File: src/rtl/core/lsi_pkg.sv
package lsi_pkg;

	localparam int FRAC_BITS  = 8;
	localparam int COORD_BITS = 24;

	localparam int CW  = COORD_BITS;
	localparam int AW  = CW + 1;            // line coefficients a, b
	localparam int PW  = 2 * CW;            // coordinate products
	localparam int CCW = 2 * CW + 1;        // line coefficient c
	localparam int PPW = 2 * AW;            // 25x25 partial products
	localparam int DW  = 2 * AW + 1;        // determinant
	localparam int NW  = 3 * CW + 3;        // Cramer numerators
	localparam int QB  = CW;                // quotient bits below the overflow bit

	localparam logic [CW-1:0] FMASK = CW'((64'd1 << FRAC_BITS) - 64'd1);
	localparam logic [CW:0]   UNIT  = (CW+1)'(64'd1 << FRAC_BITS);
	localparam logic [CW-1:0] TOP   = CW'((64'd1 << (CW - 1)) - 64'd1);

	typedef struct packed {
		logic signed [CW-1:0] x1e;
		logic signed [CW-1:0] y1e;
		logic signed [CW-1:0] fx1;
		logic signed [CW-1:0] fy1;
		logic signed [CW-1:0] fx2;
		logic signed [CW-1:0] fy2;
		logic signed [CW:0]   cx1;
		logic signed [CW:0]   cy1;
		logic signed [CW:0]   cx2;
		logic signed [CW:0]   cy2;
		logic                 ep;
	} side_t;

	typedef struct packed {
		logic [NW-1:0] rx;
		logic [NW-1:0] ry;
		logic [QB:0]   qx;
		logic [QB:0]   qy;
		logic [DW-1:0] ud;
		logic          negx;
		logic          negy;
		logic          dz;
		side_t         side;
	} div_t;

	function automatic logic signed [CW-1:0] floor_u(logic signed [CW-1:0] v);
		return $signed(v & ~FMASK);
	endfunction

	function automatic logic signed [CW:0] ceil_u(logic signed [CW-1:0] v);
		logic signed [CW:0] r;
		r = (CW+1)'($signed(v & ~FMASK));
		if ((v & FMASK) != '0)
			r = r + $signed(UNIT);
		return r;
	endfunction

	function automatic logic [CW-1:0] trunc_u(logic signed [CW-1:0] v);
		logic [CW-1:0] t;
		t = v >>> FRAC_BITS;
		if (v[CW-1] && ((v & FMASK) != '0))
			t = t + CW'(1);
		return t;
	endfunction

	function automatic logic signed [NW-1:0] join_pp(logic signed [PPW-1:0] hi,
			logic signed [PPW-1:0] lo);
		return (NW'(hi) <<< CW) + NW'(lo);
	endfunction

	function automatic logic in_box(logic signed [CW:0] q, logic signed [CW-1:0] f,
			logic signed [CW:0] c);
		return (q >= (CW+1)'(f)) && (q <= c);
	endfunction

endpackage

File: src/rtl/core/lsi_back.sv
module lsi_back (
	input  logic                          clk,
	input  logic                          arst_n,
	input  logic                          en,
	input  logic                          in_v,
	input  lsi_pkg::div_t                 in_d,
	output logic                          out_v,
	output logic signed [lsi_pkg::CW-1:0] hx,
	output logic signed [lsi_pkg::CW-1:0] hy,
	output logic                          fnd,
	output logic                          via
);

	logic signed [lsi_pkg::CW:0] mx, my, qx, qy;
	logic                        hit;
	lsi_pkg::side_t              sd;

	always_comb begin
		sd  = in_d.side;
		mx  = $signed({1'b0, in_d.qx[lsi_pkg::QB-1:0]});
		my  = $signed({1'b0, in_d.qy[lsi_pkg::QB-1:0]});
		qx  = in_d.negx ? -mx : mx;
		qy  = in_d.negy ? -my : my;
		hit = !in_d.dz && !in_d.qx[lsi_pkg::QB] && !in_d.qy[lsi_pkg::QB] &&
			lsi_pkg::in_box(qx, sd.fx1, sd.cx1) && lsi_pkg::in_box(qy, sd.fy1, sd.cy1) &&
			lsi_pkg::in_box(qx, sd.fx2, sd.cx2) && lsi_pkg::in_box(qy, sd.fy2, sd.cy2);
	end

	always_ff @(posedge clk or negedge arst_n) begin
		if (!arst_n) begin
			out_v <= 1'b0;
		end else if (en) begin
			out_v <= in_v;
		end
	end

	always_ff @(posedge clk) begin
		if (en) begin
			priority if (hit) begin
				hx  <= (qx > $signed((lsi_pkg::CW+1)'(lsi_pkg::TOP))) ?
					lsi_pkg::TOP : qx[lsi_pkg::CW-1:0];
				hy  <= (qy > $signed((lsi_pkg::CW+1)'(lsi_pkg::TOP))) ?
					lsi_pkg::TOP : qy[lsi_pkg::CW-1:0];
				fnd <= 1'b1;
				via <= 1'b0;
			end else if (sd.ep) begin
				hx  <= sd.x1e;
				hy  <= sd.y1e;
				fnd <= 1'b1;
				via <= 1'b1;
			end else begin
				hx  <= '0;
				hy  <= '0;
				fnd <= 1'b0;
				via <= 1'b0;
			end
		end
	end

endmodule

File: config.mk
export PLATFORM = sky130hd
export DESIGN_NAME = lsi_back
export DESIGN_NICKNAME = d
export VERILOG_FILES = /design/src/rtl/core/lsi_pkg.sv /design/src/rtl/core/lsi_back.sv
export SDC_FILE = /design/constraint.sdc
export NUM_CORES = 1
export LEC_CHECK = 0
export ABC_CLOCK_PERIOD_IN_PS = 2050
export BUFFER_PORTS_ARGS = -buffer_cell sky130_fd_sc_hd__buf_2
export CAP_MARGIN = 20
export CORE_AREA = 2 2 213 215
export DETAILED_ROUTE_END_ITERATION = 8
export DIE_AREA = 0 0 215 217
export GPL_ROUTABILITY_DRIVEN = 0
export HOLD_SLACK_MARGIN = 0.02
export PLACE_DENSITY = 0.53
export SLEW_MARGIN = 0
export SYNTH_ARGS = -nofsm -noshare
export SYNTH_HDL_FRONTEND = slang
export SYNTH_SLANG_ARGS = --single-unit
File: constraint.sdc
create_clock -name clk -period 2.05 [get_ports clk]
set_clock_uncertainty 0.05 [all_clocks]
set_input_delay 0 -clock clk [delete_from_list [all_inputs] [get_ports clk]]
set_output_delay 0 -clock clk [all_outputs]
set_load 0.03 [all_outputs]
==> flow_summary_export.csv <==
group,metric,value,unit
outcome,status,"complete, but fails checks",
outcome,violations,"negative setup slack",
route,viasPerCell,4.38,
timing,drv_slew,0,
floorplan,initial_core_util,19.1,%
worst_setup_path,cp-end-kind,"register",
clock_tree,cts_buffers,5,
synthesis,ys_async_sr_fraction,1.96,%
grt,grt_max_degree,51,
clock_tree,clk_latency,0.30,ns
route,drt-pass1-iter-count,7,
synthesis,synthCells,1058,
timing,fmax,0.242,GHz
timing,finalSetupViolCount,50,
worst_setup_path,timing.critical_path.buf_inv,5,
grt,grt_antenna_before_repair,2,
synthesis,synth_top_cell_by_area,"ha_1",
route,drc,0,
synthesis,synth_warnings,0,
floorplan,rows,78,
synthesis,ys.flop_type,"edfxtp_1",
grt,grt_pass1_wl,58400,µm
finish,area_growth,63.8,%
finish,nFillCells,4871,
pwr,cellPowerDensity,397,nW/µm²
timing,relSlewSlack,38.0,%
worst_setup_path,path_class,"in2reg",
timing,fin_crit_sh,202,%
worst_setup_path,cp.arrival,4.23,ns
worst_setup_path,path_max_fanout,5,
worst_setup_path,r2r_cells,1,
synthesis,synth_edf_count,50,
worst_setup_path,worstPathCellList,"buf_6, or4_4, or3_4, or3_4, nand2b_4, or3_4, nand2_4, xnor2_4, ha_4, nand4_1, buf_6, a21oi_4, a21oi_2, o2111ai_2, o221ai_4, o2111ai_4, nor4_4, buf_6, buf_6, buf_6, mux2i_1",
timing,tns,-101.58,ns
synthesis,synthesis.area,8540,µm²
grt,grt_use_total,16.3,%
worst_setup_path,crit_path_start_kind,"primary input",
synthesis,synthTopCellsByCount,"inv_1, ha_1, nand2_1, nor2_1, a21oi_1",
synthesis,synth_nets,1763,
synthesis,synthDistinctLibCells,60,
synthesis,synth_most_common_cell,"inv_1",
clock_tree,clockBufferDepth,2,
route,drtIter0Drc,467,
timing,rsz0062_at_grt,"true",
synthesis,syn_area_per_cell,8.07,µm²
timing,setup_slack,-2.08,ns
timing,min_period,4.13,ns
placed_design,dp_hpwl,34900,µm
clock_tree,cts.htree.levels,2,
floorplan,ios,554,
worst_setup_path,cp.depth,21,
placed_design,pre_cts_ws,-2.87,ns
pwr,irDropWorstVdd,0.000388,V
placed_design,io_buffers,352,
synthesis,synth_top_area_share,29.6,%
grt,grt_pass1_vias,10500,
pwr,p_leak,7.36,nW
timing,worst_pin_slew,0.930,ns
synthesis,ys_ff_latch,51,
floorplan,coreArea,44700,µm²
worst_setup_path,crit_slowest_cell,"or4_4",
worst_setup_path,regToRegSetupSlack,1.26,ns
floorplan,die_y,217,µm
clock_tree,cts_tree,"done",
clock_tree,cts.sinks,51,
grt,overflow,0,
synthesis,synth_area_leaders,"ha_1, edfxtp_1, inv_1",
floorplan,die_w,215,µm
route,wl_per_cell,17.4,µm
run,maxCapViolations,0,
worst_hold_path,hold_path_depth,3,
worst_hold_path,min_path_type,"in2reg",
finish,drive_gt1_share,40.0,%
finish,layout.nets,2386,
timing,hold_viol_final,0,
route,ant_nets,0,
worst_setup_path,crit_required,2.15,ns
clock_tree,clk_pin_slew,0.07,ns
floorplan,die_area,46700,µm²
worst_setup_path,max_stage_delay,0.52,ns
clock_tree,cts_root_buf,"clkbuf_16",
synthesis,seq_area_frac_synth,17.9,%
worst_setup_path,cp_top_family,"simple AND/OR/NAND/NOR gates",
route,via_count,10000,
route,wirelength,39700,µm
worst_setup_path,cp_common_cell,"buf_6",
-- cells by family (layout without fill, tap and decap cells) --
| logic type | count (synthesis) | in the layout | synth area share, % |
|---|---|---|---|
| xor+xnor | 45 | 45 | 4.61 |
| fa+ha+maj | 202 | 202 | 29.6 |
| other cells | 0 | 1 | 0 |
| flops | 51 | 51 | 17.9 |
| buf+inv | 225 | 849 | 10.2 |
| compound gates | 209 | 209 | 16.1 |
| simple gates | 276 | 276 | 15.7 |
| mux | 50 | 50 | 5.87 |
-- cell usage in the layout, fill, tap and decap left out, types with 8 or more instances in the layout --
| cell type | count |
|---|---|
| buf_6 | 13 |
| nor3_1 | 10 |
| edfxtp_1 | 50 |
| ha_1 | 201 |
| nand3_1 | 15 |
| xnor2_1 | 26 |
| a21o_1 | 30 |
| a21oi_1 | 55 |
| xnor2_2 | 15 |
| o21ai_0 | 32 |
| mux2i_1 | 48 |
| nor2_1 | 65 |
| nand4_1 | 33 |
| buf_12 | 8 |
| buf_2 | 351 |
| nand2_1 | 91 |
| buf_4 | 223 |
| dlygate4sd3_1 | 40 |
| inv_1 | 205 |
-- layer usage --
| metal | routed length (µm) | vias to the layer above | GRT usage (%) |
|---|---|---|---|
| li1 | - | 4983 | - |
| met1 | 17300 | 4677 | 20.1 |
| met2 | 19800 | 309 | 30.5 |
| met3 | 1730 | 31 | 1.43 |
| met4 | 778 | 2 | 3.93 |
| met5 | 13 | - | 0 |
-- through the flow --
step | area, µm² | hold slack (ns) | total power (W) | utilization [%] | cells
2_1_floorplan | 8570 | -0.346 | 0.00279 | - | 1058
3_3_place_gp | 12800 | -0.275 | 0.00434 | 28.7 | 2222
3_5_place_dp | 12800 | -0.273 | 0.00440 | 28.7 | 2222
4_1_cts | 13700 | 0.0305 | 0.00555 | 30.7 | 2276
5_1_grt | 14000 | 0.0308 | 0.00597 | 31.3 | 2283
6_report | 14000 | 0.0316 | 0.00555 | 31.3 | 2283
-- state kept, by name, summed over array words and instances (netlist names) --
register  cells
out_v         1
via           1
hy           24
hx           24
fnd           1
-- power breakdown --
part           leakage [nW]  internal [W]  switching (W)  total [W]
registers             0.494       0.00124      0.0000259    0.00126
clock network        0.0819      0.000577       0.000400   0.000978
logic                  6.78       0.00156        0.00175    0.00331
total                  7.36       0.00337        0.00218    0.00555
-- final timing paths --
| check | from | endpoint |
|---|---|---|
| max reg2reg | out_v$_DFFE_PN0P_ | out_v$_DFFE_PN0P_ |
| min in group asynchronous | arst_n | out_v$_DFFE_PN0P_ |
| min | in_d[212] | hy[15]$_DFFE_PP_ |
| max in group asynchronous | arst_n | out_v$_DFFE_PN0P_ |
| min reg2reg | out_v$_DFFE_PN0P_ | out_v$_DFFE_PN0P_ |
| max | in_d[308] | hy[7]$_DFFE_PP_ |
-- cell type report --
| type | instances | area, µm² | area share (%) |
|---|---|---|---|
| Inverter | 205 | 769 | 5.50 |
| Clock inverter | 3 | 42.5 | 0.304 |
| Clock buffer | 5 | 125 | 0.894 |
| Timing Repair Buffer | 636 | 4160 | 29.8 |
| Antenna cell | 1 | 2.50 | 0.0179 |
| Sequential cell | 51 | 1530 | 10.9 |
| Multi-Input combinational cell | 782 | 6610 | 47.3 |
| Tap cell | 600 | 751 | 5.37 |
-- timing repair --
action	CTS	global route
setup endpoints to repair	50	50
resized for setup	49	38
buffers inserted	6	5
hold endpoints to repair	39	0
cloned	0	1
hold buffers	40	0
pin swaps	2	7
Power figures use the tool's default switching activity.
